**src/hw/rtl/spa_pkg.sv**
```systemverilog
// Package for the slot pool allocator: field widths, operation and status
// codes, controller states and the free-list command struct.
// No dependencies; every other file of the block depends on it.
package spa_pkg;

  localparam int unsigned SLOTS_DEF = 256;  // default pool depth
  localparam int unsigned CNT_W     = 9;    // slot_count and bump counter width
  localparam int unsigned SLOT_W    = 8;    // slot index width on the ports
  localparam int unsigned STATUS_W  = 2;
  localparam logic [CNT_W-1:0] SLOT_COUNT_RST = 9'd256;

  typedef enum logic {
    ACT_ALLOC = 1'b0,
    ACT_FREE  = 1'b1
  } spa_action_t;

  typedef enum logic [STATUS_W-1:0] {
    ST_ALLOCATED = 2'd0,
    ST_EXHAUSTED = 2'd1,
    ST_FREED     = 2'd2,
    ST_IGNORED   = 2'd3
  } spa_status_t;

  typedef enum logic {
    S_IDLE = 1'b0,
    S_POP  = 1'b1
  } spa_state_t;

  // Request from the controller to the free list.
  typedef struct packed {
    logic push;  // link free_slot in front of the head
    logic pop;   // read the head's link into a register, then advance the head from it
  } spa_list_cmd_t;

endpackage

```
**src/hw/rtl/spa_if.sv**
```systemverilog
// Channel interfaces of the slot pool allocator: request, response and
// configuration write, each with valid/ready. Depends on spa_pkg.

interface spa_req_if;
  logic                       valid;
  logic                       ready;
  logic                       action;
  logic [spa_pkg::SLOT_W-1:0] free_slot;
  modport source (output valid, action, free_slot, input ready);
  modport sink   (input valid, action, free_slot, output ready);
endinterface

interface spa_rsp_if;
  logic                         valid;
  logic                         ready;
  logic [spa_pkg::STATUS_W-1:0] status;
  logic [spa_pkg::SLOT_W-1:0]   slot;
  modport source (output valid, status, slot, input ready);
  modport sink   (input valid, status, slot, output ready);
endinterface

interface spa_cfg_if;
  logic                      valid;
  logic                      ready;
  logic [spa_pkg::CNT_W-1:0] slot_count;
  modport source (output valid, slot_count, input ready);
  modport sink   (input valid, slot_count, output ready);
endinterface

```
**src/hw/rtl/spa_free_list.sv**
```systemverilog
// LIFO free list: head register plus a per-slot link memory with a
// registered read port. Depends on spa_pkg.
module spa_free_list #(
  parameter int unsigned SLOTS = spa_pkg::SLOTS_DEF
) (
  input  logic                          clk,
  input  logic                          rst,
  input  spa_pkg::spa_list_cmd_t        cmd,
  input  logic [spa_pkg::SLOT_W-1:0]    push_slot,
  output logic [$clog2(SLOTS+1)-1:0]    head,
  output logic                          empty
);
  import spa_pkg::*;

  localparam int unsigned LINK_W = $clog2(SLOTS + 1);
  localparam int unsigned IDX_W  = (SLOTS > 1) ? $clog2(SLOTS) : 1;
  localparam logic [LINK_W-1:0] EMPTY_LINK = LINK_W'(SLOTS);

  logic [LINK_W-1:0] link_mem [SLOTS];
  logic [LINK_W-1:0] rd_link;
  logic              pop_pend;

  assign empty = (head == EMPTY_LINK);

  // Memory: one write or one read per cycle, read data registered.
  always_ff @(posedge clk) begin
    if (cmd.push) begin
      link_mem[IDX_W'(push_slot)] <= head;
    end
    if (cmd.pop) begin
      rd_link <= link_mem[IDX_W'(head)];
    end
  end

  always_ff @(posedge clk) begin
    if (rst) begin
      head     <= EMPTY_LINK;
      pop_pend <= 1'b0;
    end else begin
      pop_pend <= cmd.pop;
      if (pop_pend) begin
        head <= rd_link;
      end else if (cmd.push) begin
        head <= LINK_W'(push_slot);
      end
    end
  end

endmodule

```
**src/hw/rtl/slot_pool_allocator_core.sv**
```systemverilog
// Slot pool allocator top level: request decode, bump counter, slot_count
// register and response register. Depends on spa_pkg, spa_if, spa_free_list.
//
//   channel | dir | payload              | transfer when
//   --------+-----+----------------------+---------------------------
//   req     | in  | action, free_slot    | req.valid  & req.ready
//   rsp     | out | status, slot         | rsp.valid  & rsp.ready
//   cfg     | in  | slot_count (9 bits)  | cfg.valid  & cfg.ready
//
// A free, a bump allocation or an exhausted report loads the response
// register directly; an allocation from the free list first passes S_POP,
// which waits for the registered read of the head's link in the link memory.
// Reset: control state clears at once; the link memory is not cleared
// (an entry is only read after it was pushed), so there is no clearing pass.
// Stalls: a finished response waits in the output register; a new request
// is taken in the cycle that register drains. cfg is always ready.
module slot_pool_allocator_core #(
  parameter int unsigned SLOTS = spa_pkg::SLOTS_DEF
) (
  input  logic      clk,
  input  logic      rst,
  spa_req_if.sink   req,
  spa_rsp_if.source rsp,
  spa_cfg_if.sink   cfg
);
  import spa_pkg::*;

  localparam int unsigned LINK_W = $clog2(SLOTS + 1);

  spa_state_t        state, state_next;
  logic [CNT_W-1:0]  slot_count;
  logic [CNT_W-1:0]  bump_count, bump_next;
  logic [CNT_W-1:0]  limit;
  logic [CNT_W-1:0]  req_slot;

  // Response register
  logic              out_valid;
  spa_status_t       out_status;
  logic [SLOT_W-1:0] out_slot;

  // Produced this cycle
  logic              res_load;
  spa_status_t       res_status;
  logic [SLOT_W-1:0] res_slot;

  logic              req_fire;
  spa_list_cmd_t     list_cmd;
  logic [LINK_W-1:0] head;
  logic              list_empty;

  // Limit is slot_count clamped to the pool depth.
  assign limit    = (32'(slot_count) < SLOTS) ? slot_count : CNT_W'(SLOTS);
  assign req_slot = CNT_W'(req.free_slot);
  // Accept only in idle, when the response register is empty or drains now.
  assign req.ready = (state == S_IDLE) && (!out_valid || rsp.ready);
  assign req_fire = req.valid && req.ready;

  assign cfg.ready  = 1'b1;
  assign rsp.valid  = out_valid;
  assign rsp.status = out_status;
  assign rsp.slot   = out_slot;

  spa_free_list #(
    .SLOTS (SLOTS)
  ) u_free_list (
    .clk       (clk),
    .rst       (rst),
    .cmd       (list_cmd),
    .push_slot (req.free_slot),
    .head      (head),
    .empty     (list_empty)
  );

  // Next state: leave idle only for a pop, which waits for the link read.
  always_comb begin
    state_next = state;
    unique case (state)
      S_IDLE: begin
        if (req_fire && (req.action == ACT_ALLOC) && !list_empty) begin
          state_next = S_POP;
        end
      end
      S_POP: begin
        state_next = S_IDLE;
      end
      default: state_next = S_IDLE;
    endcase
  end

  // Outputs of the controller.
  always_comb begin
    list_cmd   = '0;
    bump_next  = bump_count;
    res_load   = 1'b0;
    res_status = ST_ALLOCATED;
    res_slot   = '0;
    unique case (state)
      S_IDLE: begin
        if (req_fire) begin
          if (req.action == ACT_ALLOC) begin
            if (!list_empty) begin
              list_cmd.pop = 1'b1;  // result follows from S_POP
            end else if (bump_count < limit) begin
              res_load   = 1'b1;
              res_status = ST_ALLOCATED;
              res_slot   = SLOT_W'(bump_count);
              bump_next  = bump_count + 1'b1;
            end else begin
              res_load   = 1'b1;
              res_status = ST_EXHAUSTED;
            end
          end else begin
            res_load = 1'b1;
            if (req_slot >= limit) begin
              res_status = ST_IGNORED;
            end else begin
              res_status = ST_FREED;
              // Returning the most recently bumped slot: lower the counter.
              if ((bump_count != '0) && (req_slot == bump_count - 1'b1)) begin
                bump_next = bump_count - 1'b1;
              end else begin
                list_cmd.push = 1'b1;
              end
            end
          end
        end
      end
      S_POP: begin
        // Head still shows the popped slot; it advances at this edge.
        res_load   = 1'b1;
        res_status = ST_ALLOCATED;
        res_slot   = SLOT_W'(head);
      end
      default: ;
    endcase
  end

  always_ff @(posedge clk) begin
    if (rst) begin
      state      <= S_IDLE;
      slot_count <= SLOT_COUNT_RST;
      bump_count <= '0;
      out_valid  <= 1'b0;
    end else begin
      state      <= state_next;
      bump_count <= bump_next;
      if (cfg.valid && cfg.ready) begin
        slot_count <= cfg.slot_count;
      end
      if (res_load) begin
        out_valid <= 1'b1;
      end else if (rsp.ready) begin
        out_valid <= 1'b0;
      end
    end
  end

  // Response payload: hold until the next result is loaded.
  always_ff @(posedge clk) begin
    if (res_load) begin
      out_status <= res_status;
      out_slot   <= res_slot;
    end
  end

endmodule

```
**src/flat_wrapper.sv**
```systemverilog
// flat-port wrapper written by rule: the top's interface ports become plain ports
module slot_pool_allocator_core_flat import spa_pkg::*;
#(
  parameter int unsigned SLOTS = spa_pkg::SLOTS_DEF
)
  (clk, rst, req_valid, req_action, req_free_slot, req_ready, rsp_valid, rsp_status, rsp_slot, rsp_ready, cfg_valid, cfg_slot_count, cfg_ready);
  spa_req_if req_i ();
  spa_rsp_if rsp_i ();
  spa_cfg_if cfg_i ();
  input  logic clk;
  input  logic rst;
  input wire logic [$bits(req_i.valid)-1:0] req_valid;
  input wire logic [$bits(req_i.action)-1:0] req_action;
  input wire logic [$bits(req_i.free_slot)-1:0] req_free_slot;
  output wire logic [$bits(req_i.ready)-1:0] req_ready;
  output wire logic [$bits(rsp_i.valid)-1:0] rsp_valid;
  output wire logic [$bits(rsp_i.status)-1:0] rsp_status;
  output wire logic [$bits(rsp_i.slot)-1:0] rsp_slot;
  input wire logic [$bits(rsp_i.ready)-1:0] rsp_ready;
  input wire logic [$bits(cfg_i.valid)-1:0] cfg_valid;
  input wire logic [$bits(cfg_i.slot_count)-1:0] cfg_slot_count;
  output wire logic [$bits(cfg_i.ready)-1:0] cfg_ready;
  assign req_i.valid = req_valid;
  assign req_i.action = req_action;
  assign req_i.free_slot = req_free_slot;
  assign req_ready = req_i.ready;
  assign rsp_valid = rsp_i.valid;
  assign rsp_status = rsp_i.status;
  assign rsp_slot = rsp_i.slot;
  assign rsp_i.ready = rsp_ready;
  assign cfg_i.valid = cfg_valid;
  assign cfg_i.slot_count = cfg_slot_count;
  assign cfg_ready = cfg_i.ready;
  slot_pool_allocator_core #(.SLOTS(SLOTS)) u_core (.clk(clk), .rst(rst), .req(req_i), .rsp(rsp_i), .cfg(cfg_i));
endmodule
```
**config.mk**
```make
export PLATFORM = sky130hd
export DESIGN_NAME = slot_pool_allocator_core_flat
export DESIGN_NICKNAME = d
export VERILOG_FILES = /design/src/hw/rtl/spa_pkg.sv /design/src/hw/rtl/spa_if.sv /design/src/hw/rtl/spa_free_list.sv /design/src/hw/rtl/slot_pool_allocator_core.sv /design/src/flat_wrapper.sv
export SDC_FILE = /design/constraint.sdc
export NUM_CORES = 2
export LEC_CHECK = 0
export BUFFER_PORTS_ARGS = -buffer_cell sky130_fd_sc_hd__buf_2
export CORE_MARGIN = 1
export CORE_UTILIZATION = 57
export CTS_CLUSTER_SIZE = 12
export DETAILED_ROUTE_END_ITERATION = 8
export MAX_ROUTING_LAYER = met4
export PLACE_DENSITY_LB_ADDON = 0.3
export RECOVER_POWER = 50
export SLEW_MARGIN = 40
export SYNTH_ARGS = -nofsm -noshare
export SYNTH_HDL_FRONTEND = slang
export SYNTH_SLANG_ARGS = --single-unit
```
**constraint.sdc**
```tcl
create_clock -name clk -period 6.5 [get_ports clk]
set_input_delay 0.975 -clock clk [delete_from_list [all_inputs] [get_ports clk]]
set_output_delay 0.975 -clock clk [all_outputs]
set_load 0.1 [all_outputs]
```
## Word level (Yosys, flattened, before mapping)

Memory sizes are Yosys's and may differ from the RTL's. A register that Yosys moved wholly into a read port is not among the register bits.
Index checks and enable logic that the tools add are counted.

| storage, ports and cells | value |
|---|---|
| memories kept | 1 |
| bits in registers | 40 |
| word-level logic and storage cells | 70 |
| output and inout port bits | 13 |
| bits in writable memories | 2304 |

Memory list:

| memory | words | bits a word | read ports | clocked after memory_dff | wr ports | RTL line | source |
|---|---|---|---|---|---|---|---|
| u_core.u_free_list.link_mem | 256 | 9 | 1 | 1 | 1 | spa_free_list.sv:19 | `logic [LINK_W-1:0] link_mem [SLOTS];` |

| operators by class | value |
|---|---|
| equality and inequality tests | 4 |
| bitwise logic cells | 2 |
| order comparisons | 3 |
| mux-type cells | 36 |
| reductions and logical operators | 14 |
| add/sub/neg operators | 2 |

Operators by type and width:

| kind | count |
|---|---|
| $mux 9 | 8 |
| $mux 8 | 4 |
| $pmux 8 s2 | 1 |
| $mux 1 | 15 |
| $mux 2 | 5 |
| $add 9x1->9 const B | 1 |
| $eq 8x9->1 | 1 |
| $eq 9x9->1 const B | 1 |
| $ge 8x9->1 | 1 |
| $lt 9x9->1 | 1 |
| $lt 9x9->1 const B | 1 |
| $reduce_bool 9->1 | 1 |
| $sub 9x1->9 const B | 1 |
| $reduce_bool 2->1 | 4 |
| $reduce_and 6->1 | 1 |
| $logic_and 1x1->1 | 5 |
| $pmux 1 s2 | 2 |
| $pmux 2 s2 | 1 |
| $logic_not 1->1 | 2 |
| $ne 2x1->1 const B | 1 |
| $ne 2x2->1 const B | 1 |
| $not 1->1 | 2 |
| $logic_or 1x1->1 | 1 |

## Depth between registers and ports, before layout

| depth | value |
|---|---|
| word-level depth | 10 |
| depth in mapped cells | 12 |
| gate-level depth less buffers | 10 |

## Hierarchy

From an unflattened synthesis, not the netlist that was laid out.

| second synthesis, totals | value |
|---|---|
| cell total of the unflattened synthesis | 4448 |
| area, all modules | 92418.6 µm² |

By module, submodules not included:

| module | times used | seq. area each (µm²) | cells an instance | area each (µm²) |
|---|---|---|---|---|
| spa_free_list | 1 | 69656.8 | 4216 | 90271.6 |
| slot_pool_allocator_core | 1 | 700.7 | 232 | 2147.1 |

## Worst setup path after synthesis

OpenSTA, ideal clock, no wires.

| timing path | value |
|---|---|
| path type | register to register |
| start point | register u_core.u_free_list.head[0] |
| end point | register u_core.u_free_list.rd_link[1], read port of u_core.u_free_list.link_mem, data pin |
| stages on the path, launching flop included | 11 |
| setup slack | 0.133 ns |
| data arrival time | 6.097 ns |
| library setup time | 0.269 ns |
| required time | 6.231 ns |
| buffers on the path | 5 |
| path through | dfxtp_1 buf_2 buf_4 buf_2 buf_4 buf_4 mux4_2 a22oi_1 nand3_1 a221oi_1 o32ai_1 |

| on the way | value |
|---|---|
| longest elaborated chain between the ends | 5 |

RTL lines:

| item | RTL line | source |
|---|---|---|
| start: declaration | spa_free_list.sv:10 | `output logic [$clog2(SLOTS+1)-1:0] head,` |
| start signal: assignment | spa_free_list.sv:42 | `head <= rd_link;` |
| start signal: assignment | spa_free_list.sv:44 | `head <= LINK_W'(push_slot);` |
| $eq 9x9->1 | spa_free_list.sv:23 | `assign empty = (head == EMPTY_LINK);` |
| $mux 1 | slot_pool_allocator_core.sv:101 | `if (!list_empty) begin` |
| $mux 1 | slot_pool_allocator_core.sv:100 | `if (req.action == ACT_ALLOC) begin` |
| $mux 2 | slot_pool_allocator_core.sv:99 | `if (req_fire) begin` |
| $mux 2 | slot_pool_allocator_core.sv:97 | `unique case (state)` |
| end: declaration | spa_free_list.sv:20 | `logic [LINK_W-1:0] rd_link;` |

Several ways; a longest one is shown, not always the timed one.
A chain may end at the register's enable or synchronous reset.

==> reports/results.ini <==
[layout]
fill_cells = 10040
syn2layout_area_growth_pct = 13.68
nets = 4634
fin_area_sq_mm = 0.1057
final_util_pct = 65.55
drive_gt1_share_pct = 25.91

[die]
initial_core_util_pct = 57.66
die_h_um = 405.9
num_io_pins = 36
core_sq_mm = 0.1613
fp.dieW_um = 405.9
rows = 147
dieArea_sq_mm = 0.1648

[timing]
slew_headroom_pct = -97.47
slew_violations = 1086
period_share_pct = 85.30
min_period_ps = 5545
tns_ps = 0
hold_viol_final = 0
setup_viol = 0
fmax_ghz = 0.1804
fin_skew_ps = 36.57
rsz0062_at_grt = false
worst_pin_slew_ps = 2962

[logic_synthesis]
synth_top_cell_by_area = edfxtp_1
avgSynthCellArea_sq_um = 20.60
synth_top_family_by_area = multiplexers
synth.ff_latch_count = 2353
synth_edf_count = 2323
synthAdderAreaFrac_pct = 0.2556
synth_area_sq_mm = 0.09300
yosysMostFrequentCell = edfxtp_1
ys_seq_area_share_pct = 75.65
synth.top_cell.area_share_pct = 75.00
synthFlopType = edfxtp_1
ys_warn_count = 0
synth_compound_area_share_pct = 3.811
synth.mux.area_fraction_pct = 14.41
synth_cell_types = 76
synthTopCellsByCount = edfxtp_1, mux4_2, nor4_1, mux2i_1, clkbuf_1
synth-simple-area-share_pct = 3.844
synthXorXnorAreaFrac_pct = 0.1009
async_flop_share_pct = 0
synthTopCellsByArea = edfxtp_1, mux4_2, mux2i_1, nor4_1, nor4_2
synth_cells = 4514
synth_fp_nets = 4556

[drt]
dr.pass1.iters = 6
viasPerCell = 7.161
drc = 0
wl_per_cell_um = 35.68
dr.first_iter.drc_count = 7760
vias = 49260
wl_um = 245400
final_antenna_net_count = 0

[global_routing]
grt_pass1_vias = 47920
grt_overflow_total = 0
grt_pass1_wl_um = 350700
grt-busiest-layer = met2
met2_usage_pct = 44.66
track_usage_pct = 31.03
grt_max_degree = 107
use_met1_pct = 43.98
use_met3_pct = 7.400
antenna_found_initial = 4

[clock_network]
clock_sinks = 2353
clk_pin_slew_ps = 60
holdBufCountCts = 0
h-tree-depth = 4
tritoncts = yes
cts_resized = 0
worst_skew_pair.late_latency_ps = 880
numCtsBuffers = 226
root_buffer = clkbuf_16
cts_buffer_depth = 3
post_cts.repair.setup_buffers = 0

[run]
maxCapViolCount = 31

[critical_path]
reg2reg_depth = 5
path_class = reg2reg
r2r_slack_ps = 960
start_kind = register
critPathCaptureType = register
arrival_ps = 5970
critPathMaxFanout = 45
cp.required_ps = 6920

[power]
cellPowerDensity_mw_per_mm2 = 310.8
peakVddDrop_uv = 255.3
cellLeakagePower_nw = 32.36

[outcome]
violations = capacitance limit, slew limit
status = finished with violations

[min_path]
hold_depth = 3
hold_class = in2reg

[place]
hpwlAfterDp_um = 147700
place.gp.congestion = 0.9479
io_buffers = 34
dpl_cell_area_sq_mm = 0.09900

path summary, 6_finish.rpt:
path,start,end
setup / recovery,u_core.u_free_list.head[3],u_core.u_free_list.rd_link[3]
hold reg to reg,u_core.slot_count[4],u_core.slot_count[4]
setup reg to reg,u_core.u_free_list.head[3],u_core.u_free_list.rd_link[3]
hold / removal,cfg_slot_count[6],u_core.slot_count[6]
sequential cells by signal, indices dropped and copies added (netlist names), 2 cells and up:
signal                       cells
u_core.rsp.slot                  8
u_core.rsp.status                2
u_core.u_free_list.link_mem   2304
u_core.bump_count                9
u_core.slot_count                9
u_core.u_free_list.rd_link       9
u_core.u_free_list.head          9
cell usage in the layout, fill, tap and decap left out, types with 20 or more instances in the layout:
| cell type | n |
|---|---|
| a211oi_1 | 32 |
| a21oi_1 | 82 |
| a221oi_1 | 23 |
| a22o_1 | 32 |
| a22oi_1 | 101 |
| buf_12 | 26 |
| buf_2 | 22 |
| buf_4 | 84 |
| clkbuf_1 | 118 |
| clkbuf_16 | 232 |
| clkinv_1 | 26 |
| dfxtp_1 | 28 |
| edfxtp_1 | 2323 |
| mux2i_1 | 189 |
| mux4_2 | 506 |
| nand2_1 | 114 |
| nand3_1 | 20 |
| nor2_1 | 40 |
| nor3_1 | 36 |
| nor4_4 | 250 |
| o21ai_0 | 32 |
| o221ai_1 | 33 |
| o22ai_1 | 38 |
stage by stage:
stage	hold WS [ps]	std cells	worst slack [ps]	total power, W
floorplan	435.5	4514	133.1	0.01967
global placement	487.0	6510	1785	0.02102
detailed placement	500.7	6521	1587	0.02120
CTS	323.4	6869	2088	0.03282
global route	353.5	6876	1024	0.03357
finish	365.1	6878	955.4	0.03286
worst max-delay path, stage by stage, from the launching register on:
cell and delay (ps):
dfxtp_1 1000, buf_4 610, or3_4 750, clkbuf_1 580
nor4_1 330, nor3_1 1750
layer usage:
metal  routed length (um)  part of all wire, %
met5                    0                    0
met1                91900                   37
met3                31040                   13
met2               112900                   46
met4                 9560                  3.9
cell families (layout without fill, tap and decap cells):
| kind of cell | Yosys count | after routing |
|---|---|---|
| flip-flops | 2353 | 2353 |
| multiplexers | 705 | 705 |
| AND/OR/NAND/NOR | 573 | 573 |
| AO/OA/AOI/OAI | 486 | 486 |
| buffers and inverters | 368 | 566 |
| adder cells (fa/ha/maj) | 19 | 19 |
| XOR/XNOR | 9 | 9 |
| other | 1 | 7 |
power by group:
group          internal [W]  leakage [nW]  switching (W)
clock               0.00651          3.11        0.00536
sequential           0.0170          21.2       0.000122
combinational       0.00117          8.03        0.00266
total                0.0247          32.4        0.00815
area by class of cell:
class,instances,area [sq um],area share [%]
Multi-Input combinational cell,1793,24460,23.14
Tap cell,2160,2703,2.556
Inverter,21,83.83,0.07929
Sequential cell,2353,70360,66.55
Clock inverter,44,312.8,0.2959
Antenna cell,6,15.01,0.01420
Clock buffer,304,6106,5.775
Timing Repair Buffer,197,1680,1.589
(Power assumes the default switching activity.)
